`src/cmtt_pkg.sv`:
```
// ----------------------------------------------------------------------------
// cmtt_pkg
// types, register codes and constants shared by the cube motion tap tracker
// ----------------------------------------------------------------------------
`default_nettype none

package cmtt_pkg;

    localparam int ADDR_W = 5;
    localparam int REG_IDX_W = 3;

    localparam logic [REG_IDX_W-1:0] CFG_START_MOVING = 3'd0;
    localparam logic [REG_IDX_W-1:0] CFG_STOP_MOVING  = 3'd1;
    localparam logic [REG_IDX_W-1:0] CFG_MOVE_THRESH  = 3'd2;
    localparam logic [REG_IDX_W-1:0] CFG_UP_STABLE    = 3'd3;
    localparam logic [REG_IDX_W-1:0] CFG_FILT_WEIGHT  = 3'd4;
    localparam logic [REG_IDX_W-1:0] CFG_MAX_TAP      = 3'd5;

    localparam logic [7:0] START_MOVING_RST = 8'd2;
    localparam logic [7:0] STOP_MOVING_RST  = 8'd5;
    localparam logic [7:0] MOVE_THRESH_RST  = 8'd5;
    localparam logic [7:0] UP_STABLE_RST    = 8'd15;
    localparam logic [6:0] FILT_WEIGHT_RST  = 7'd20;
    localparam logic [7:0] MAX_TAP_RST      = 8'd8;

    localparam logic [6:0] WEIGHT_FULL = 7'd100;

    // divide by 100 as multiply by reciprocal, exact for magnitudes below 43690
    localparam int DIV_MAG_W = 14;
    localparam int DIV_RECIP_W = 13;
    localparam logic [DIV_RECIP_W-1:0] DIV_RECIP = 13'd5243;
    localparam int DIV_SHIFT = 19;

    localparam logic [2:0] AXIS_UNKNOWN = 3'd6;

    typedef enum logic [1:0] {
        KIND_TAPPED   = 2'd0,
        KIND_UP_AXIS  = 2'd1,
        KIND_MOVED    = 2'd2,
        KIND_STOPPED  = 2'd3
    } kind_t;

    typedef struct packed {
        logic [7:0]        last_shock;
        logic signed [7:0] filt_x;
        logic signed [7:0] filt_y;
        logic signed [7:0] filt_z;
        logic [7:0]        motion_cnt;
        logic              moving;
        logic [2:0]        prev_axis;
        logic [2:0]        rep_axis;
        logic [2:0]        cand_axis;
        logic [7:0]        cand_cnt;
    } state_t;

    localparam state_t STATE_RESET = '{
        last_shock: 8'd0,
        filt_x:     8'sd0,
        filt_y:     8'sd0,
        filt_z:     8'sd0,
        motion_cnt: 8'd0,
        moving:     1'b0,
        prev_axis:  AXIS_UNKNOWN,
        rep_axis:   AXIS_UNKNOWN,
        cand_axis:  AXIS_UNKNOWN,
        cand_cnt:   8'd0
    };

    typedef struct packed {
        logic [7:0]        cube_index;
        logic signed [7:0] accel_x;
        logic signed [7:0] accel_y;
        logic signed [7:0] accel_z;
        logic [7:0]        shock_total;
        logic [7:0]        tap_duration;
        logic signed [7:0] tap_negative;
        logic signed [7:0] tap_positive;
        logic [31:0]       time_ms;
    } item_t;

    typedef struct packed {
        kind_t             kind;
        logic [7:0]        cube_out;
        logic [31:0]       stamp_ms;
        logic [7:0]        tap_count;
        logic [7:0]        tap_duration_out;
        logic signed [7:0] tap_negative_out;
        logic signed [7:0] tap_positive_out;
        logic [2:0]        axis;
        logic signed [7:0] moved_x;
        logic signed [7:0] moved_y;
        logic signed [7:0] moved_z;
        logic              last;
    } result_t;

    function automatic result_t base_result(kind_t kind, item_t it);
        result_t r;
        r = '0;
        r.kind = kind;
        r.cube_out = it.cube_index;
        r.stamp_ms = it.time_ms;
        r.axis = AXIS_UNKNOWN;
        return r;
    endfunction

endpackage

`default_nettype wire

```
`src/cmtt_report_if.sv`:
```
// ----------------------------------------------------------------------------
// cmtt_report_if
// request channel carrying one accelerometer report per cube
// ----------------------------------------------------------------------------
`default_nettype none

interface cmtt_report_if;
    logic              valid;
    logic              ready;
    logic [7:0]        cube_index;
    logic signed [7:0] accel_x;
    logic signed [7:0] accel_y;
    logic signed [7:0] accel_z;
    logic [7:0]        shock_total;
    logic [7:0]        tap_duration;
    logic signed [7:0] tap_negative;
    logic signed [7:0] tap_positive;
    logic [31:0]       time_ms;

    modport source (
        output valid, cube_index, accel_x, accel_y, accel_z, shock_total,
        output tap_duration, tap_negative, tap_positive, time_ms,
        input  ready
    );

    modport sink (
        input  valid, cube_index, accel_x, accel_y, accel_z, shock_total,
        input  tap_duration, tap_negative, tap_positive, time_ms,
        output ready
    );
endinterface

`default_nettype wire

```
`src/cmtt_result_if.sv`:
```
// ----------------------------------------------------------------------------
// cmtt_result_if
// request channel carrying tap, up axis, moved and stopped results
// ----------------------------------------------------------------------------
`default_nettype none

interface cmtt_result_if;
    logic              valid;
    logic              ready;
    logic [1:0]        kind;
    logic [7:0]        cube_out;
    logic [31:0]       stamp_ms;
    logic [7:0]        tap_count;
    logic [7:0]        tap_duration_out;
    logic signed [7:0] tap_negative_out;
    logic signed [7:0] tap_positive_out;
    logic [2:0]        axis;
    logic signed [7:0] moved_x;
    logic signed [7:0] moved_y;
    logic signed [7:0] moved_z;
    logic              last;

    modport source (
        output valid, kind, cube_out, stamp_ms, tap_count, tap_duration_out,
        output tap_negative_out, tap_positive_out, axis, moved_x, moved_y, moved_z,
        output last,
        input  ready
    );

    modport sink (
        input  valid, kind, cube_out, stamp_ms, tap_count, tap_duration_out,
        input  tap_negative_out, tap_positive_out, axis, moved_x, moved_y, moved_z,
        input  last,
        output ready
    );
endinterface

`default_nettype wire

```
`src/cmtt_filter.sv`:
```
// ----------------------------------------------------------------------------
// cmtt_filter
// two-stage iir filter for one axis: weighted sum, then truncating divide by 100
// ----------------------------------------------------------------------------
`default_nettype none

module cmtt_filter (
    input  logic              clk,
    input  logic              adv,
    input  logic [6:0]        weight,
    input  logic signed [7:0] sample,
    input  logic signed [7:0] prev,
    output logic signed [7:0] filtered
);

    localparam int PROD_W = cmtt_pkg::DIV_MAG_W + cmtt_pkg::DIV_RECIP_W;

    logic signed [7:0]  w_new;
    logic signed [7:0]  w_old;
    logic signed [15:0] prod_new;
    logic signed [15:0] prod_old;
    logic signed [15:0] sum_next;
    logic signed [15:0] sum_reg;
    logic [15:0]        mag_full;
    logic [cmtt_pkg::DIV_MAG_W-1:0] mag;
    logic [PROD_W-1:0]  quot_prod;
    logic [7:0]         quot;
    logic signed [7:0]  filt_next;
    logic signed [7:0]  filt_reg;

    assign w_new    = signed'({1'b0, weight});
    assign w_old    = signed'({1'b0, 7'(cmtt_pkg::WEIGHT_FULL - weight)});
    assign prod_new = w_new * sample;
    assign prod_old = w_old * prev;
    assign sum_next = prod_new + prod_old;

    assign mag_full  = sum_reg[15] ? 16'(-sum_reg) : 16'(sum_reg);
    assign mag       = mag_full[cmtt_pkg::DIV_MAG_W-1:0];
    assign quot_prod = PROD_W'(mag) * PROD_W'(cmtt_pkg::DIV_RECIP);
    assign quot      = quot_prod[PROD_W-1:cmtt_pkg::DIV_SHIFT];
    assign filt_next = sum_reg[15] ? signed'(8'(-quot)) : signed'(quot);

    always_ff @(posedge clk)
    begin
        if (adv)
        begin
            sum_reg  <= sum_next;
            filt_reg <= filt_next;
        end
    end

    assign filtered = filt_reg;

endmodule

`default_nettype wire

```
`src/cube_motion_tap_tracker.sv`:
```
// ----------------------------------------------------------------------------
// cube_motion_tap_tracker
// per-cube tap, up axis and motion tracking over a state memory
// ----------------------------------------------------------------------------
//  channel   role    handshake       carries
//  report    sink    valid / ready   one accelerometer report of one cube
//  result    source  valid / ready   tapped, up axis, moved, stopped results
//  apb       slave   psel / penable  six configuration registers
//
//  a report passes read, weighted sum, divide, compare and write-back stages;
//  its results leave the result buffer one result per cycle while result
//  ready is high. reports for different cubes enter every cycle while the
//  pipeline advances; a report for a cube still in the pipeline waits until
//  its write-back. the three-entry result buffer sets the pace: an item with
//  results waits in write-back until the buffer holds none, or one being popped.
//  reset clears per-cube valid bits, so no clearing pass follows reset.
// ----------------------------------------------------------------------------
`default_nettype none

module cube_motion_tap_tracker #(
    parameter int NUM_CUBES = 8
) (
    input  logic                        clk,
    input  logic                        rst_n,
    input  logic                        psel,
    input  logic                        penable,
    input  logic                        pwrite,
    input  logic [cmtt_pkg::ADDR_W-1:0] paddr,
    input  logic [31:0]                 pwdata,
    output logic [31:0]                 prdata,
    output logic                        pready,
    cmtt_report_if.sink                 report,
    cmtt_result_if.source               result
);

    localparam int IDX_W = (NUM_CUBES > 1) ? $clog2(NUM_CUBES) : 1;
    localparam logic [8:0] CUBE_LIMIT = 9'(NUM_CUBES);

    // configuration registers
    logic [7:0] start_reg;
    logic [7:0] stop_reg;
    logic [7:0] thresh_reg;
    logic [7:0] stable_reg;
    logic [6:0] weight_reg;
    logic [7:0] max_tap_reg;
    logic       cfg_wr;
    logic [cmtt_pkg::REG_IDX_W-1:0] cfg_idx;
    logic [6:0] weight_eff;

    assign pready  = 1'b1;
    assign cfg_wr  = psel && penable && pwrite;
    assign cfg_idx = paddr[cmtt_pkg::ADDR_W-1:2];

    always_ff @(posedge clk or negedge rst_n)
    begin
        if (!rst_n)
        begin
            start_reg   <= cmtt_pkg::START_MOVING_RST;
            stop_reg    <= cmtt_pkg::STOP_MOVING_RST;
            thresh_reg  <= cmtt_pkg::MOVE_THRESH_RST;
            stable_reg  <= cmtt_pkg::UP_STABLE_RST;
            weight_reg  <= cmtt_pkg::FILT_WEIGHT_RST;
            max_tap_reg <= cmtt_pkg::MAX_TAP_RST;
        end
        else if (cfg_wr)
        begin
            case (cfg_idx)
                cmtt_pkg::CFG_START_MOVING: start_reg   <= pwdata[7:0];
                cmtt_pkg::CFG_STOP_MOVING:  stop_reg    <= pwdata[7:0];
                cmtt_pkg::CFG_MOVE_THRESH:  thresh_reg  <= pwdata[7:0];
                cmtt_pkg::CFG_UP_STABLE:    stable_reg  <= pwdata[7:0];
                cmtt_pkg::CFG_FILT_WEIGHT:  weight_reg  <= pwdata[6:0];
                cmtt_pkg::CFG_MAX_TAP:      max_tap_reg <= pwdata[7:0];
                default: ;
            endcase
        end
    end

    always_comb
    begin
        case (cfg_idx)
            cmtt_pkg::CFG_START_MOVING: prdata = {24'd0, start_reg};
            cmtt_pkg::CFG_STOP_MOVING:  prdata = {24'd0, stop_reg};
            cmtt_pkg::CFG_MOVE_THRESH:  prdata = {24'd0, thresh_reg};
            cmtt_pkg::CFG_UP_STABLE:    prdata = {24'd0, stable_reg};
            cmtt_pkg::CFG_FILT_WEIGHT:  prdata = {25'd0, weight_reg};
            cmtt_pkg::CFG_MAX_TAP:      prdata = {24'd0, max_tap_reg};
            default:                    prdata = 32'd0;
        endcase
    end

    assign weight_eff = (weight_reg > cmtt_pkg::WEIGHT_FULL) ? cmtt_pkg::WEIGHT_FULL
                                                             : weight_reg;

    // pipeline control
    logic             advance;
    logic             hazard;
    logic             fire;
    logic             in_range;
    logic [IDX_W-1:0] in_idx;
    cmtt_pkg::item_t  in_item;

    logic             s1_v_reg, s2_v_reg, s3_v_reg, s4_v_reg;
    cmtt_pkg::item_t  s1_item_reg, s2_item_reg, s3_item_reg, s4_item_reg;
    cmtt_pkg::state_t s2_state_reg, s3_state_reg, s4_state_reg;
    logic [7:0]       s2_count_reg, s3_count_reg, s4_count_reg;
    logic             s2_bogus_reg, s3_bogus_reg, s4_bogus_reg;
    logic signed [7:0] s4_filt_reg [3];
    logic             s4_moving_now_reg;
    logic [2:0]       s4_dir_reg;

    // state memory
    cmtt_pkg::state_t state_mem [NUM_CUBES];
    cmtt_pkg::state_t rd_reg;
    logic [NUM_CUBES-1:0] valid_reg;
    logic             mem_wr;
    cmtt_pkg::state_t wb_state;
    logic [IDX_W-1:0] s1_idx;
    logic [IDX_W-1:0] s4_idx;

    assign in_item.cube_index   = report.cube_index;
    assign in_item.accel_x      = report.accel_x;
    assign in_item.accel_y      = report.accel_y;
    assign in_item.accel_z      = report.accel_z;
    assign in_item.shock_total  = report.shock_total;
    assign in_item.tap_duration = report.tap_duration;
    assign in_item.tap_negative = report.tap_negative;
    assign in_item.tap_positive = report.tap_positive;
    assign in_item.time_ms      = report.time_ms;

    assign in_range = {1'b0, report.cube_index} < CUBE_LIMIT;
    assign in_idx   = report.cube_index[IDX_W-1:0];
    assign s1_idx   = s1_item_reg.cube_index[IDX_W-1:0];
    assign s4_idx   = s4_item_reg.cube_index[IDX_W-1:0];

    // interlock: at most one report per cube in flight at a time
    assign hazard = (s1_v_reg && s1_item_reg.cube_index == report.cube_index) ||
                    (s2_v_reg && s2_item_reg.cube_index == report.cube_index) ||
                    (s3_v_reg && s3_item_reg.cube_index == report.cube_index) ||
                    (s4_v_reg && s4_item_reg.cube_index == report.cube_index);

    assign report.ready = advance && !hazard;
    assign fire         = report.valid && report.ready;
    assign mem_wr       = advance && s4_v_reg;

    always_ff @(posedge clk)
    begin
        if (mem_wr)
        begin
            state_mem[s4_idx] <= wb_state;
        end
        if (fire && in_range)
        begin
            rd_reg <= state_mem[in_idx];
        end
    end

    always_ff @(posedge clk or negedge rst_n)
    begin
        if (!rst_n)
        begin
            valid_reg <= '0;
        end
        else if (mem_wr)
        begin
            valid_reg[s4_idx] <= 1'b1;
        end
    end

    // stage 1: state lookup, shock delta, filter sums
    cmtt_pkg::state_t  s1_old;
    logic [7:0]        s1_delta;
    logic              s1_bogus;
    logic signed [7:0] s1_accel [3];
    logic signed [7:0] s1_prev [3];
    logic signed [7:0] s3_filt [3];
    logic signed [7:0] s3_accel [3];

    assign s1_old   = valid_reg[s1_idx] ? rd_reg : cmtt_pkg::STATE_RESET;
    assign s1_delta = s1_item_reg.shock_total - s1_old.last_shock;
    assign s1_bogus = s1_delta > max_tap_reg;

    assign s1_accel[0] = s1_item_reg.accel_x;
    assign s1_accel[1] = s1_item_reg.accel_y;
    assign s1_accel[2] = s1_item_reg.accel_z;
    assign s1_prev[0]  = s1_old.filt_x;
    assign s1_prev[1]  = s1_old.filt_y;
    assign s1_prev[2]  = s1_old.filt_z;
    assign s3_accel[0] = s3_item_reg.accel_x;
    assign s3_accel[1] = s3_item_reg.accel_y;
    assign s3_accel[2] = s3_item_reg.accel_z;

    for (genvar g = 0; g < 3; g++)
    begin : g_axis
        cmtt_filter u_filter (
            .clk      (clk),
            .adv      (advance),
            .weight   (weight_eff),
            .sample   (s1_accel[g]),
            .prev     (s1_prev[g]),
            .filtered (s3_filt[g])
        );
    end

    // stage 3: motion test and dominant axis
    logic       s3_moving_now;
    logic [2:0] s3_dir;

    always_comb
    begin
        logic signed [8:0] diff;
        logic [8:0]        diff_mag;
        logic [7:0]        mag8;
        logic [6:0]        mag;
        logic [6:0]        max_mag;
        s3_moving_now = 1'b0;
        s3_dir = cmtt_pkg::AXIS_UNKNOWN;
        max_mag = '0;
        for (int k = 0; k < 3; k++)
        begin
            diff = signed'({s3_filt[k][7], s3_filt[k]}) - signed'({s3_accel[k][7], s3_accel[k]});
            diff_mag = diff[8] ? 9'(-diff) : 9'(diff);
            if (diff_mag > {1'b0, thresh_reg})
            begin
                s3_moving_now = 1'b1;
            end
            mag8 = s3_filt[k][7] ? 8'(-s3_filt[k]) : 8'(s3_filt[k]);
            mag = mag8[7] ? 7'h7F : mag8[6:0];
            if (mag > max_mag)
            begin
                s3_dir = {2'(k), s3_filt[k][7]};
                max_mag = mag;
            end
        end
    end

    always_ff @(posedge clk or negedge rst_n)
    begin
        if (!rst_n)
        begin
            s1_v_reg <= 1'b0;
            s2_v_reg <= 1'b0;
            s3_v_reg <= 1'b0;
            s4_v_reg <= 1'b0;
        end
        else if (advance)
        begin
            s1_v_reg <= fire && in_range;
            s2_v_reg <= s1_v_reg;
            s3_v_reg <= s2_v_reg;
            s4_v_reg <= s3_v_reg;
        end
    end

    always_ff @(posedge clk)
    begin
        if (advance)
        begin
            s1_item_reg       <= in_item;
            s2_item_reg       <= s1_item_reg;
            s3_item_reg       <= s2_item_reg;
            s4_item_reg       <= s3_item_reg;
            s2_state_reg      <= s1_old;
            s3_state_reg      <= s2_state_reg;
            s4_state_reg      <= s3_state_reg;
            s2_count_reg      <= s1_delta;
            s3_count_reg      <= s2_count_reg;
            s4_count_reg      <= s3_count_reg;
            s2_bogus_reg      <= s1_bogus;
            s3_bogus_reg      <= s2_bogus_reg;
            s4_bogus_reg      <= s3_bogus_reg;
            s4_filt_reg[0]    <= s3_filt[0];
            s4_filt_reg[1]    <= s3_filt[1];
            s4_filt_reg[2]    <= s3_filt[2];
            s4_moving_now_reg <= s3_moving_now;
            s4_dir_reg        <= s3_dir;
        end
    end

    // stage 4: hysteresis, up axis debounce, results, write-back
    cmtt_pkg::result_t slot [3];
    logic [1:0]        n4;

    always_comb
    begin
        cmtt_pkg::state_t  st;
        cmtt_pkg::result_t cand [5];
        logic [4:0]        flag;
        logic [7:0]        mc;
        logic [7:0]        cc;
        logic [2:0]        cax;
        logic [2:0]        rax;
        logic              dir_changed;
        logic              up_first;
        logic              moved;
        logic              stop_ev;
        logic              up_second;
        logic              mv;
        st = s4_state_reg;
        mc = st.motion_cnt;
        cc = st.cand_cnt;
        cax = st.cand_axis;
        rax = st.rep_axis;
        up_first = 1'b0;
        up_second = 1'b0;
        mv = st.moving;

        if (s4_moving_now_reg)
        begin
            if ((!st.moving || mc < stop_reg) && mc != 8'hFF)
            begin
                mc = mc + 8'd1;
            end
        end
        else if (mc != 8'd0)
        begin
            mc = mc - 8'd1;
        end

        dir_changed = st.prev_axis != cmtt_pkg::AXIS_UNKNOWN && st.prev_axis != s4_dir_reg;

        if (s4_dir_reg == cax)
        begin
            if (cax != rax)
            begin
                if (cc != 8'hFF)
                begin
                    cc = cc + 8'd1;
                end
                if (cc >= stable_reg)
                begin
                    up_first = 1'b1;
                    rax = cax;
                end
            end
            else
            begin
                cc = 8'd0;
            end
        end
        else
        begin
            cc = 8'd0;
            cax = s4_dir_reg;
        end

        moved = dir_changed || (mc >= start_reg && !st.moving);
        stop_ev = !moved && mc == 8'd0 && st.moving;
        if (stop_ev && cax != rax)
        begin
            up_second = 1'b1;
            rax = cax;
        end
        if (moved)
        begin
            mv = 1'b1;
            mc = stop_reg;
        end
        else if (stop_ev)
        begin
            mv = 1'b0;
        end

        wb_state = st;
        wb_state.last_shock = s4_item_reg.shock_total;
        if (!s4_bogus_reg)
        begin
            wb_state.filt_x     = s4_filt_reg[0];
            wb_state.filt_y     = s4_filt_reg[1];
            wb_state.filt_z     = s4_filt_reg[2];
            wb_state.motion_cnt = mc;
            wb_state.moving     = mv;
            wb_state.prev_axis  = s4_dir_reg;
            wb_state.rep_axis   = rax;
            wb_state.cand_axis  = cax;
            wb_state.cand_cnt   = cc;
        end

        cand[0] = cmtt_pkg::base_result(cmtt_pkg::KIND_TAPPED, s4_item_reg);
        cand[0].tap_count        = s4_count_reg;
        cand[0].tap_duration_out = s4_item_reg.tap_duration;
        cand[0].tap_negative_out = s4_item_reg.tap_negative;
        cand[0].tap_positive_out = s4_item_reg.tap_positive;
        cand[1] = cmtt_pkg::base_result(cmtt_pkg::KIND_UP_AXIS, s4_item_reg);
        cand[1].axis = st.cand_axis;
        cand[2] = cmtt_pkg::base_result(cmtt_pkg::KIND_MOVED, s4_item_reg);
        cand[2].axis    = s4_dir_reg;
        cand[2].moved_x = s4_item_reg.accel_x;
        cand[2].moved_y = s4_item_reg.accel_y;
        cand[2].moved_z = s4_item_reg.accel_z;
        cand[3] = cmtt_pkg::base_result(cmtt_pkg::KIND_UP_AXIS, s4_item_reg);
        cand[3].axis = cax;
        cand[4] = cmtt_pkg::base_result(cmtt_pkg::KIND_STOPPED, s4_item_reg);

        flag = {stop_ev, up_second, moved, up_first, s4_count_reg != 8'd0};
        if (s4_bogus_reg || !s4_v_reg)
        begin
            flag = '0;
        end

        // pack results in order into the slots
        slot[0] = cand[0];
        slot[1] = cand[0];
        slot[2] = cand[0];
        n4 = 2'd0;
        for (int k = 0; k < 5; k++)
        begin
            if (flag[k] && n4 != 2'd3)
            begin
                slot[n4] = cand[k];
                n4 = n4 + 2'd1;
            end
        end
        if (n4 != 2'd0)
        begin
            slot[n4 - 2'd1].last = 1'b1;
        end
    end

    // result buffer
    cmtt_pkg::result_t res_reg [3];
    cmtt_pkg::result_t out_res;
    logic [1:0]        cnt_reg;
    logic [1:0]        ptr_reg;
    logic              pop;
    logic              can_take;
    logic              load;

    assign pop      = result.valid && result.ready;
    assign can_take = cnt_reg == 2'd0 || (cnt_reg == 2'd1 && pop);
    assign advance  = !s4_v_reg || n4 == 2'd0 || can_take;
    assign load     = advance && s4_v_reg && n4 != 2'd0;

    always_ff @(posedge clk or negedge rst_n)
    begin
        if (!rst_n)
        begin
            cnt_reg <= 2'd0;
            ptr_reg <= 2'd0;
        end
        else if (load)
        begin
            cnt_reg <= n4;
            ptr_reg <= 2'd0;
        end
        else if (pop)
        begin
            cnt_reg <= cnt_reg - 2'd1;
            ptr_reg <= ptr_reg + 2'd1;
        end
    end

    always_ff @(posedge clk)
    begin
        if (load)
        begin
            res_reg[0] <= slot[0];
            res_reg[1] <= slot[1];
            res_reg[2] <= slot[2];
        end
    end

    assign out_res                 = res_reg[ptr_reg];
    assign result.valid            = cnt_reg != 2'd0;
    assign result.kind             = out_res.kind;
    assign result.cube_out         = out_res.cube_out;
    assign result.stamp_ms         = out_res.stamp_ms;
    assign result.tap_count        = out_res.tap_count;
    assign result.tap_duration_out = out_res.tap_duration_out;
    assign result.tap_negative_out = out_res.tap_negative_out;
    assign result.tap_positive_out = out_res.tap_positive_out;
    assign result.axis             = out_res.axis;
    assign result.moved_x          = out_res.moved_x;
    assign result.moved_y          = out_res.moved_y;
    assign result.moved_z          = out_res.moved_z;
    assign result.last             = out_res.last;

    // checks
    a_no_overlap_s1_s2: assert property (@(posedge clk) disable iff (!rst_n)
        (s1_v_reg && s2_v_reg) |-> (s1_item_reg.cube_index != s2_item_reg.cube_index))
        else $error("two requests for one cube overlap in the pipeline");

    a_no_overlap_s1_s4: assert property (@(posedge clk) disable iff (!rst_n)
        (s1_v_reg && s4_v_reg) |-> (s1_item_reg.cube_index != s4_item_reg.cube_index))
        else $error("read of a cube overlaps its write-back");

    a_load_when_free: assert property (@(posedge clk) disable iff (!rst_n)
        load |-> (cnt_reg == 2'd0 || (cnt_reg == 2'd1 && pop)))
        else $error("result buffer overwritten while results pending");

    a_last_on_final: assert property (@(posedge clk) disable iff (!rst_n)
        (result.valid && cnt_reg == 2'd1) |-> result.last)
        else $error("final buffered result lacks last");

    a_bogus_silent: assert property (@(posedge clk) disable iff (!rst_n)
        (s4_v_reg && s4_bogus_reg) |-> (n4 == 2'd0))
        else $error("discarded report produced a result");

endmodule

`default_nettype wire
```
`src/flat_wrapper.sv`:
```
// flat-port wrapper written by rule: the top's interface ports become plain ports
module cube_motion_tap_tracker_flat 
#(
    parameter int NUM_CUBES = 8
)
  (clk, rst_n, psel, penable, pwrite, paddr, pwdata, prdata, pready, report_valid, report_cube_index, report_accel_x, report_accel_y, report_accel_z, report_shock_total, report_tap_duration, report_tap_negative, report_tap_positive, report_time_ms, report_ready, result_valid, result_kind, result_cube_out, result_stamp_ms, result_tap_count, result_tap_duration_out, result_tap_negative_out, result_tap_positive_out, result_axis, result_moved_x, result_moved_y, result_moved_z, result_last, result_ready);
  cmtt_report_if report_i ();
  cmtt_result_if result_i ();
  input  logic clk;
  input  logic rst_n;
  input  logic psel;
  input  logic penable;
  input  logic pwrite;
  input  logic [cmtt_pkg::ADDR_W-1:0] paddr;
  input  logic [31:0] pwdata;
  output logic [31:0] prdata;
  output logic pready;
  input wire logic [$bits(report_i.valid)-1:0] report_valid;
  input wire logic [$bits(report_i.cube_index)-1:0] report_cube_index;
  input wire logic [$bits(report_i.accel_x)-1:0] report_accel_x;
  input wire logic [$bits(report_i.accel_y)-1:0] report_accel_y;
  input wire logic [$bits(report_i.accel_z)-1:0] report_accel_z;
  input wire logic [$bits(report_i.shock_total)-1:0] report_shock_total;
  input wire logic [$bits(report_i.tap_duration)-1:0] report_tap_duration;
  input wire logic [$bits(report_i.tap_negative)-1:0] report_tap_negative;
  input wire logic [$bits(report_i.tap_positive)-1:0] report_tap_positive;
  input wire logic [$bits(report_i.time_ms)-1:0] report_time_ms;
  output wire logic [$bits(report_i.ready)-1:0] report_ready;
  output wire logic [$bits(result_i.valid)-1:0] result_valid;
  output wire logic [$bits(result_i.kind)-1:0] result_kind;
  output wire logic [$bits(result_i.cube_out)-1:0] result_cube_out;
  output wire logic [$bits(result_i.stamp_ms)-1:0] result_stamp_ms;
  output wire logic [$bits(result_i.tap_count)-1:0] result_tap_count;
  output wire logic [$bits(result_i.tap_duration_out)-1:0] result_tap_duration_out;
  output wire logic [$bits(result_i.tap_negative_out)-1:0] result_tap_negative_out;
  output wire logic [$bits(result_i.tap_positive_out)-1:0] result_tap_positive_out;
  output wire logic [$bits(result_i.axis)-1:0] result_axis;
  output wire logic [$bits(result_i.moved_x)-1:0] result_moved_x;
  output wire logic [$bits(result_i.moved_y)-1:0] result_moved_y;
  output wire logic [$bits(result_i.moved_z)-1:0] result_moved_z;
  output wire logic [$bits(result_i.last)-1:0] result_last;
  input wire logic [$bits(result_i.ready)-1:0] result_ready;
  assign report_i.valid = report_valid;
  assign report_i.cube_index = report_cube_index;
  assign report_i.accel_x = report_accel_x;
  assign report_i.accel_y = report_accel_y;
  assign report_i.accel_z = report_accel_z;
  assign report_i.shock_total = report_shock_total;
  assign report_i.tap_duration = report_tap_duration;
  assign report_i.tap_negative = report_tap_negative;
  assign report_i.tap_positive = report_tap_positive;
  assign report_i.time_ms = report_time_ms;
  assign report_ready = report_i.ready;
  assign result_valid = result_i.valid;
  assign result_kind = result_i.kind;
  assign result_cube_out = result_i.cube_out;
  assign result_stamp_ms = result_i.stamp_ms;
  assign result_tap_count = result_i.tap_count;
  assign result_tap_duration_out = result_i.tap_duration_out;
  assign result_tap_negative_out = result_i.tap_negative_out;
  assign result_tap_positive_out = result_i.tap_positive_out;
  assign result_axis = result_i.axis;
  assign result_moved_x = result_i.moved_x;
  assign result_moved_y = result_i.moved_y;
  assign result_moved_z = result_i.moved_z;
  assign result_last = result_i.last;
  assign result_i.ready = result_ready;
  cube_motion_tap_tracker #(.NUM_CUBES(NUM_CUBES)) u_core (.clk(clk), .rst_n(rst_n), .psel(psel), .penable(penable), .pwrite(pwrite), .paddr(paddr), .pwdata(pwdata), .prdata(prdata), .pready(pready), .report(report_i), .result(result_i));
endmodule
```
`config.mk`:
```
export PLATFORM = sky130hd
export DESIGN_NAME = cube_motion_tap_tracker_flat
export DESIGN_NICKNAME = d
export VERILOG_FILES = /design/src/cmtt_pkg.sv /design/src/cmtt_report_if.sv /design/src/cmtt_result_if.sv /design/src/cmtt_filter.sv /design/src/cube_motion_tap_tracker.sv /design/src/flat_wrapper.sv
export SDC_FILE = /design/constraint.sdc
export NUM_CORES = 2
export LEC_CHECK = 0
export BUFFER_PORTS_ARGS = -buffer_cell sky130_fd_sc_hd__buf_2
export CAP_MARGIN = 5
export CELL_PAD_IN_SITES_DETAIL_PLACEMENT = 0
export CELL_PAD_IN_SITES_GLOBAL_PLACEMENT = 2
export CORE_MARGIN = 2
export CORE_UTILIZATION = 35
export DETAILED_ROUTE_END_ITERATION = 10
export MAX_ROUTING_LAYER = met4
export PLACE_DENSITY_LB_ADDON = 0.1
export SKIP_CTS_REPAIR_TIMING = 1
export SYNTH_ARGS = -nofsm -noshare
export SYNTH_HDL_FRONTEND = slang
export SYNTH_SLANG_ARGS = --single-unit
export TNS_END_PERCENT = 10
```
`constraint.sdc`:
```
create_clock -name clk -period 50.6 [get_ports clk]
set_input_delay 5.06 -clock clk [delete_from_list [all_inputs] [get_ports clk]]
set_output_delay 5.06 -clock clk [all_outputs]
set_load 0.005 [all_outputs]
```
# Yosys cells after proc, flatten, opt, wreduce, memory -nomap -nowiden
# Memories as Yosys holds them, arrays and structs flattened. A register that Yosys moved wholly into a read port is not among the register bits.
# Index checks and enable logic that the tools add are counted.
[op_classes]
n_mux = 85
reduce_logical = 58
bitwise = 6
eq_ne = 21
multipliers = 9
order_cmp = 25
add_sub_neg = 30
[op_table]
columns = ["cell", "n"]
rows = [
  ["$bwmux 306", 5],
  ["$mux 306", 5],
  ["$demux 102 s2", 5],
  ["$mux 102", 4],
  ["$mux 8", 15],
  ["$mul 8x8->16", 6],
  ["$mul 14x13->27 const B", 3],
  ["$mux 58", 1],
  ["$mux 50", 1],
  ["$add 16x16->16", 3],
  ["$neg 8->8", 6],
  ["$pmux 8 s6", 1],
  ["$mux 14", 3],
  ["$mux 7", 6],
  ["$neg 14->14", 3],
  ["$eq 8x8->1", 4],
  ["$logic_and 1x1->1", 29],
  ["$gt 9x8->1", 3],
  ["$mux 9", 3],
  ["$neg 9->9", 3],
  ["$sub 8x8->9", 3],
  ["$mux 3", 7],
  ["$mux 1", 18],
  ["$add 8x1->8 const B", 2],
  ["other kinds (43)", 95],
]
[totals]
n_memories = 3
output_inout_bits = 137
register_bits = 700
ramBits = 794
[memory_table]
columns = ["name", "words", "word_bits", "read_ports", "rd_ports_with_merged_regs", "wr", "line", "text"]
rows = [
  ["u_core.state_mem", 8, 58, 1, 1, 1, "cube_motion_tap_tracker.sv:113", "cmtt_pkg::state_t state_mem [NUM_CUBES];"],
  ["u_core.res_reg", 3, 102, 1, 0, 3, "cube_motion_tap_tracker.sv:421", "cmtt_pkg::result_t res_reg [3];"],
  ["u_core.s4_filt_reg", 3, 8, 3, 0, 3, "cube_motion_tap_tracker.sv:108", "logic signed [7:0] s4_filt_reg [3];"],
]

# Longest topological paths before layout
[depth]
word_depth = 35
ltp_mapped = 37
depth_no_buf = 33

# Hierarchy
# Synthesis repeated with hierarchy kept, for this count alone.
[hier_totals]
cells_unflattened = 6105
area_unflattened_um2 = 82723.1
[modules_own_cells]
columns = ["module", "area_each_um2", "cells_each", "instances"]
rows = [
  ["cube_motion_tap_tracker", 56455.4, 3324, 1],
  ["cmtt_filter at u_core.g_axis[1].u_filter", 8852.2, 939, 1],
  ["cmtt_filter at u_core.g_axis[2].u_filter", 8717.1, 921, 1],
  ["cmtt_filter at u_core.g_axis[0].u_filter", 8698.3, 921, 1],
]

# Least setup slack after synthesis
# No wires, ideal clock.
[synth_timing]
kind = "flip-flop to output port"
start = "register u_core.stop_reg[2]"
end = "output port report_ready"
path_buffers = 0
path_slack_ns = 20.551
arrival_time_ns = 24.989
stages_incl_launch_ff = 29
cell_sequence = "dfstp_2 > inv_1 > ha_1 > a211o_1 > a31oi_2 > o21ai_2 > a211oi_1 > a21oi_1 > xnor2_1 > ha_1 > nand2b_1 > a2111oi_0 > a2111oi_0 > nor2_1 > a21oi_1 > o21ai_1 > clkinv_1 > ha_1 > a211oi_1 > nand2_1 > nor4_4 > mux2i_1 > ha_1 > inv_1 > a2111o_1 > o211ai_1 > mux2i_4 > o211ai_2 > and3_1"
[synth_between]
elab_chain_len = 23
word_cells_on_any_way = 29
classes_between = "2 x add/sub; 2 x order compare; 2 x eq/ne; 7 x mux; 16 x reduce/logical"
[synth_rtl]
columns = ["element", "line", "text"]
rows = [
  ["start: declaration", "cube_motion_tap_tracker.sv:41", "logic [7:0] stop_reg;"],
  ["start signal: assignment", "cube_motion_tap_tracker.sv:59", "stop_reg <= cmtt_pkg::STOP_MOVING_RST;"],
  ["start signal: assignment", "cube_motion_tap_tracker.sv:69", "cmtt_pkg::CFG_STOP_MOVING: stop_reg <= pwdata[7:0];"],
  ["$lt 8x8->1 *", "cube_motion_tap_tracker.sv:310", "if ((!st.moving || mc < stop_reg) && mc != 8'hFF)"],
  ["$logic_or 1x1->1 *", "cube_motion_tap_tracker.sv:310", ""],
  ["$logic_and 1x1->1 *", "cube_motion_tap_tracker.sv:310", ""],
  ["$mux 8 *", "cube_motion_tap_tracker.sv:310", ""],
  ["$mux 8 *", "cube_motion_tap_tracker.sv:308", "if (s4_moving_now_reg)"],
  ["$ge 8x8->1", "cube_motion_tap_tracker.sv:347", "moved = dir_changed || (mc >= start_reg && !st.moving);"],
  ["$logic_and 1x1->1", "cube_motion_tap_tracker.sv:347", ""],
  ["$logic_or 1x1->1", "cube_motion_tap_tracker.sv:347", ""],
  ["[... 4 more ...]", "--", ""],
  ["$mux 1", "cube_motion_tap_tracker.sv:349", "if (stop_ev && cax != rax)"],
  ["$mux 5 *", "cube_motion_tap_tracker.sv:396", "if (s4_bogus_reg || !s4_v_reg)"],
  ["parallel branches: the longest is 4 deep, another holds $add 2x1->2", "--", ""],
  ["$mux 2 *", "cube_motion_tap_tracker.sv:408", "if (flag[k] && n4 != 2'd3)"],
  ["$logic_not 2->1 *", "cube_motion_tap_tracker.sv:431", "assign advance = !s4_v_reg || n4 == 2'd0 || can_take;"],
  ["$logic_or 1x1->1 * (2 in series)", "cube_motion_tap_tracker.sv:431", ""],
  ["via u_core.advance", "cube_motion_tap_tracker.sv:96", "logic advance;"],
  ["$logic_and 1x1->1 *", "cube_motion_tap_tracker.sv:142", "assign report.ready = advance && !hazard;"],
  ["end: declaration", "flat_wrapper.sv:28", "output wire logic [$bits(report_i.ready)-1:0] report_ready;"],
]
# Mark *: on every way through the listed nets, which the timed path passes.

# Worst setup path in the final report
[layout_timing]
start = "register u_core.s4_state_reg[0] (netlist name)"
end = "output port report_ready"
[layout_between]
elab_chain_len = 24
word_cells_on_any_way = 34
classes_between = "4 x add/sub; 1 x order compare; 5 x eq/ne; 15 x mux; 9 x reduce/logical"
[layout_rtl]
columns = ["element", "line", "text"]
rows = [
  ["start: declaration", "cube_motion_tap_tracker.sv:105", "cmtt_pkg::state_t s2_state_reg, s3_state_reg, s4_state_reg;"],
  ["start signal: assignment", "cube_motion_tap_tracker.sv:265", "s4_state_reg <= s3_state_reg;"],
  ["$add 8x1->8 / $ne 8x8->1 (equally long branches)", "cube_motion_tap_tracker.sv:328, cube_motion_tap_tracker.sv:326", ""],
  ["$mux 8 *", "cube_motion_tap_tracker.sv:326", "if (cc != 8'hFF)"],
  ["$mux 8 *", "cube_motion_tap_tracker.sv:324", "if (cax != rax)"],
  ["$mux 8 *", "cube_motion_tap_tracker.sv:322", "if (s4_dir_reg == cax)"],
  ["$ge 8x8->1 *", "cube_motion_tap_tracker.sv:330", "if (cc >= stable_reg)"],
  ["$mux 1", "cube_motion_tap_tracker.sv:330", ""],
  ["$mux 1", "cube_motion_tap_tracker.sv:324", ""],
  ["$mux 1", "cube_motion_tap_tracker.sv:322", ""],
  ["$mux 5 *", "cube_motion_tap_tracker.sv:396", ""],
  ["parallel branches: the longest is 7 deep, another holds $add 2x1->2", "--", ""],
  ["$mux 2 *", "cube_motion_tap_tracker.sv:408", ""],
  ["parallel branches: the longest is 2 deep, another holds $add 2x1->2", "--", ""],
  ["$mux 2 *", "cube_motion_tap_tracker.sv:408", ""],
  ["$logic_not 2->1 *", "cube_motion_tap_tracker.sv:431", ""],
  ["$logic_or 1x1->1 * (2 in series)", "cube_motion_tap_tracker.sv:431", ""],
  ["via u_core.advance", "cube_motion_tap_tracker.sv:96", ""],
  ["$logic_and 1x1->1 *", "cube_motion_tap_tracker.sv:142", ""],
]
# Mark *: on every way through the listed nets, which the timed path passes. The select of a mux whose other input is x is not followed.

==> report_table.html <==
<table>
<tr><th>Metric</th><th>Value</th></tr>
<tr><th colspan="2">Layout</th></tr>
<tr><td>Fill cell count</td><td>between 20,000 and 25,000</td></tr>
<tr><td>Number of nets in the final layout</td><td>7,426</td></tr>
<tr><td>Proportion of layout cells with a drive suffix above 1</td><td>13.2%</td></tr>
<tr><td>Synth-to-layout area growth</td><td>12.3%</td></tr>
<tr><td>Flip-flop count of the largest register after layout</td><td>464</td></tr>
<tr><td>Core occupancy in the finished layout</td><td>39.4%</td></tr>
<tr><td>Non-filler instance count after layout</td><td>roughly 9,400</td></tr>
<tr><th colspan="2">Global route</th></tr>
<tr><td>Grt ovf</td><td>0</td></tr>
<tr><td>Wire length of the first global-routing pass</td><td>306,000 um</td></tr>
<tr><td>Pin count of the biggest net entering global routing</td><td>168</td></tr>
<tr><td>Antenna violations before repair</td><td>27</td></tr>
<tr><td>GR Util All Layers</td><td>17.7%</td></tr>
<tr><td>Number of global-route vias before repair</td><td>47,001</td></tr>
<tr><th colspan="2">Place</th></tr>
<tr><td>Worst Setup Slack post-DPL</td><td>between 30 and 40 ns</td></tr>
<tr><td>Number of placed instances with taps included</td><td>9,085</td></tr>
<tr><td>Final HPWL from detailed placement</td><td>roughly 140,000 um</td></tr>
<tr><td>Port buffer count</td><td>225</td></tr>
<tr><td>GP Congestion</td><td>0.789</td></tr>
<tr><th colspan="2">Routing</th></tr>
<tr><td>DRC violation total after the first TritonRoute iteration</td><td>between 2,000 and 3,000</td></tr>
<tr><td>Detailed-routing iteration count for the pre-antenna-repair pass</td><td>5</td></tr>
<tr><td>Number of nets with antenna violations after routing</td><td>0</td></tr>
<tr><td>Ratio of routed vias to standard cells</td><td>4.79</td></tr>
<tr><td>Avg WL per Cell</td><td>21.6 um</td></tr>
<tr><td>DRT Wirelength</td><td>203,000 um</td></tr>
<tr><td>Vias after detailed routing</td><td>44,984</td></tr>
<tr><td>Number of DRC violations after detailed routing</td><td>0</td></tr>
<tr><th colspan="2">Hold path</th></tr>
<tr><td>WHS Endpoint</td><td>u_core.s3_accel[10]</td></tr>
<tr><td>Number of instances on the worst hold path</td><td>0</td></tr>
<tr><td>Hold WC Path Type</td><td>reg -&gt; reg</td></tr>
<tr><td>Hold Path Origin</td><td>u_core.s2_item_reg[74]</td></tr>
<tr><th colspan="2">Yosys</th></tr>
<tr><td>Synth cell types</td><td>between 90 and 100</td></tr>
<tr><td>Netlist area before placement</td><td>81,600 um2</td></tr>
<tr><td>Ys async rst share</td><td>4.29%</td></tr>
<tr><td>EDFF count, synth</td><td>1,406</td></tr>
<tr><td>Cells after synthesis</td><td>5,970</td></tr>
<tr><td>Mean area per synthesized cell</td><td>13.7 um2</td></tr>
<tr><td>Sequential area share after synthesis</td><td>53.7%</td></tr>
<tr><td>Most common flop cell mapped by yosys</td><td>sky130_fd_sc_hd__edfxtp_1</td></tr>
<tr><td>Synthesized flop and latch total</td><td>1,469</td></tr>
<tr><td>Yosys warns</td><td>0</td></tr>
<tr><th colspan="2">Timing</th></tr>
<tr><td>Transition time of the tightest slew-check pin</td><td>1.10 ns</td></tr>
<tr><td>Number of setup violations in the final report</td><td>0</td></tr>
<tr><td>Clock skew</td><td>0.0613 ns</td></tr>
<tr><td>Hold violation total from the final report</td><td>0</td></tr>
<tr><td>Max-slew headroom at the worst pin</td><td>between 20% and 30%</td></tr>
<tr><td>Final setup slack of the worst path</td><td>35.93 ns</td></tr>
<tr><td>Fin crit period</td><td>14.67 ns</td></tr>
<tr><td>Final Max Tran Viols</td><td>0</td></tr>
<tr><td>Final sum of negative setup slack</td><td>0 ns</td></tr>
<tr><td>RSZ-0062 raised after global routing</td><td>false</td></tr>
<tr><td>Final worst-path cycle share</td><td>29.0%</td></tr>
<tr><td>Max frequency</td><td>68.2 MHz</td></tr>
<tr><th colspan="2">Die</th></tr>
<tr><td>Die ar.</td><td>237,000 um2</td></tr>
<tr><td>Die boundary width</td><td>487 um</td></tr>
<tr><td>Cell row count</td><td>177</td></tr>
<tr><td>Initial core utilization</td><td>a little over a third</td></tr>
<tr><td>Die height</td><td>approximately 490 um</td></tr>
<tr><td>Top-Level Pins</td><td>277</td></tr>
<tr><td>Placeable core region</td><td>around 230,000 um2</td></tr>
<tr><th colspan="2">Run</th></tr>
<tr><td>Max cap viols</td><td>0</td></tr>
<tr><th colspan="2">Clock tree</th></tr>
<tr><td>Latest clock arrival within the worst-skew pair</td><td>0.84 ns</td></tr>
<tr><td>Reg clk slew, reported paths</td><td>0.06 ns</td></tr>
<tr><td>CTS Buf Count</td><td>about 170</td></tr>
<tr><td>Maximum root-to-sink buffer count</td><td>3</td></tr>
<tr><td>CTS tree</td><td>done</td></tr>
<tr><td>Maximum level of the CTS H-tree</td><td>4</td></tr>
<tr><td>Sinks on the clock net</td><td>1,469</td></tr>
<tr><td>Cell at the root of the clock tree</td><td>sky130_fd_sc_hd__clkbuf_16</td></tr>
<tr><th colspan="2">Setup path</th></tr>
<tr><td>Kind of launch point of the worst setup path</td><td>flop</td></tr>
<tr><td>Arrival time at the worst endpoint</td><td>9.61 ns</td></tr>
<tr><td>Launch point of the worst reg-to-reg path</td><td>u_core.s4_state_reg[0]</td></tr>
<tr><td>Worst setup path class</td><td>reg -&gt; out</td></tr>
<tr><td>Delay of the slowest cell on the worst path</td><td>between 0.8 and 0.9 ns</td></tr>
<tr><td>Crit path capture type</td><td>output port</td></tr>
<tr><td>Most frequent CP cell</td><td>sky130_fd_sc_hd__ha_1</td></tr>
<tr><td>Worst r2r path cells</td><td>33</td></tr>
<tr><td>Capturing point of the worst reg2reg path</td><td>u_core.s3_item_reg[6]</td></tr>
<tr><td>Max stage delay cell, worst path</td><td>sky130_fd_sc_hd__o21ai_0</td></tr>
<tr><td>Critical-path maximum fanout</td><td>8</td></tr>
<tr><td>Reg2reg setup slack</td><td>38.44 ns</td></tr>
<tr><td>Data required time at the worst endpoint</td><td>45.54 ns</td></tr>
<tr><th colspan="2">Outcome</th></tr>
<tr><td>Run status</td><td>complete, no violations</td></tr>
</table>
[worst max-delay path by stage]
stage	cells past startpoint	slack [ns]	end	start
2_1_floorplan	28	20.55	report_ready	u_core.stop_reg[2]
3_3_place_gp	31	36.66	report_ready	u_core.s4_state_reg[0]
3_5_place_dp	31	36.65	report_ready	u_core.s4_state_reg[0]
4_1_cts	31	35.70	report_ready	u_core.s4_state_reg[0]
5_1_grt	27	35.12	report_ready	u_core.s4_state_reg[20]
6_report	31	35.93	report_ready	u_core.s4_state_reg[0]
[logic make-up (layout without fill, tap and decap cells)]
| kind of cell | Yosys count | in the layout | share of synthesized area (%) |
|---|---|---|---|
| AND/OR/NAND/NOR | 1192 | 1192 | 7.30 |
| flip-flops | 1469 | 1469 | 53.7 |
| other | 2 | 31 | 0.00920 |
| XOR/XNOR | 223 | 223 | 2.39 |
| buffers and inverters | 1122 | 1473 | 5.50 |
| multiplexers | 332 | 332 | 6.15 |
| adder cells (fa/ha/maj) | 1077 | 1077 | 20.6 |
| AO/OA/AOI/OAI | 553 | 553 | 4.35 |
[critical path, delay by kind of cell, from the launching register on]
kind / cells / cell delay [ns]
compound gates: 8 / 2.40
xor+xnor: 2 / 0.43
fa+ha+maj: 5 / 1.57
buf+inv: 3 / 0.58
flops: 1 / 0.47
mux: 1 / 0.27
simple gates: 12 / 3.03
[final cells by class]
| cell class | instances | area [um2] | area share, % |
|---|---|---|---|
| antenna | 6 | 15.0 | 0.0164 |
| tap | 3043 | 3810 | 4.16 |
| sequential | 1469 | 43800 | 47.8 |
| inverter | 879 | 3300 | 3.60 |
| clock inverter | 92 | 1110 | 1.21 |
| clock buffer | 210 | 4400 | 4.80 |
| multi-input combinational | 3402 | 33500 | 36.6 |
| timing repair buffer | 292 | 1670 | 1.82 |
[layout by cell type (no fill, tap or decap), types with 40 or more instances in the layout]
cell                        synthesis  final
sky130_fd_sc_hd__a21oi_1          127    125
sky130_fd_sc_hd__and2_1           211    211
sky130_fd_sc_hd__and3_1            87     86
sky130_fd_sc_hd__buf_2              5    221
sky130_fd_sc_hd__buf_4             67     68
sky130_fd_sc_hd__clkbuf_16          0    166
sky130_fd_sc_hd__dfrtp_1           51     49
sky130_fd_sc_hd__edfxtp_1        1406   1406
sky130_fd_sc_hd__fa_1             445    445
sky130_fd_sc_hd__ha_1             632    632
sky130_fd_sc_hd__inv_1            878    878
sky130_fd_sc_hd__mux2_2           118    118
sky130_fd_sc_hd__mux2i_1           90     90
sky130_fd_sc_hd__mux4_2           123    123
sky130_fd_sc_hd__nand2_1          367    367
sky130_fd_sc_hd__nand2b_1          54     53
sky130_fd_sc_hd__nand3_1           43     42
sky130_fd_sc_hd__nor2_1           226    217
sky130_fd_sc_hd__nor2b_1           70     70
sky130_fd_sc_hd__nor3_1            40     40
sky130_fd_sc_hd__o21ai_0          163    163
sky130_fd_sc_hd__xnor2_1          148    146
sky130_fd_sc_hd__xor2_1            75     75
[cell usage after synthesis, drive strengths merged (5+ instances only)]
cell type	n	area share (%)
edfxtp	1406	52
inv	878	4.0
ha	632	9.7
fa	445	11
nand2	367	1.7
nor2	228	1.1
and2	211	1.6
o21ai	168	1.0
xnor2	148	1.6
clkbuf	139	0.64
a21oi	128	0.79
mux4	123	3.4
mux2	118	1.6
buf	104	0.81
mux2i	91	1.1
and3	87	0.67
xor2	75	0.80
nor2b	70	0.54
nand2b	56	0.45
dfrtp	51	1.6
nand3	43	0.26
nor3	40	0.25
a21o	37	0.34
o21bai	28	0.26
o21a	26	0.24
o31ai	26	0.24
nor4	20	0.18
nand4	19	0.15
a31oi	18	0.15
or3	16	0.13
o22ai	15	0.11
a211oi	14	0.13
dfstp	12	0.39
o211ai	11	0.11
or2	9	0.069
a2111oi	8	0.11
a22o	8	0.086
and4	6	0.064
nand3b	6	0.055
o22a	6	0.064
or4	6	0.055
a21boi	5	0.046
[through the flow]
step                hold slack [ns]  cell area, um2
global route                  0.390           91600
global placement              0.400           86100
floorplan                     0.400           81700
CTS                           0.362           91600
finish                        0.378           91600
detailed placement            0.405           86100
[per-layer routing]
| metal | wire, um | global-route usage [%] | share of wire (%) | vias to the layer above |
|---|---|---|---|---|
| met5 | 0 | - | 0 | - |
| met1 | 96400 | 24.3 | 48 | 22847 |
| met3 | 7160 | 2.28 | 3.5 | 212 |
| met2 | 95600 | 28.2 | 47 | 711 |
| li1 | - | - | - | 21214 |
| met4 | 3750 | 4.00 | 1.8 | 0 |
Power is left out: the tool's default activity adds up to more than one toggle a clock period on the data nets, which glitch-free logic cannot reach.
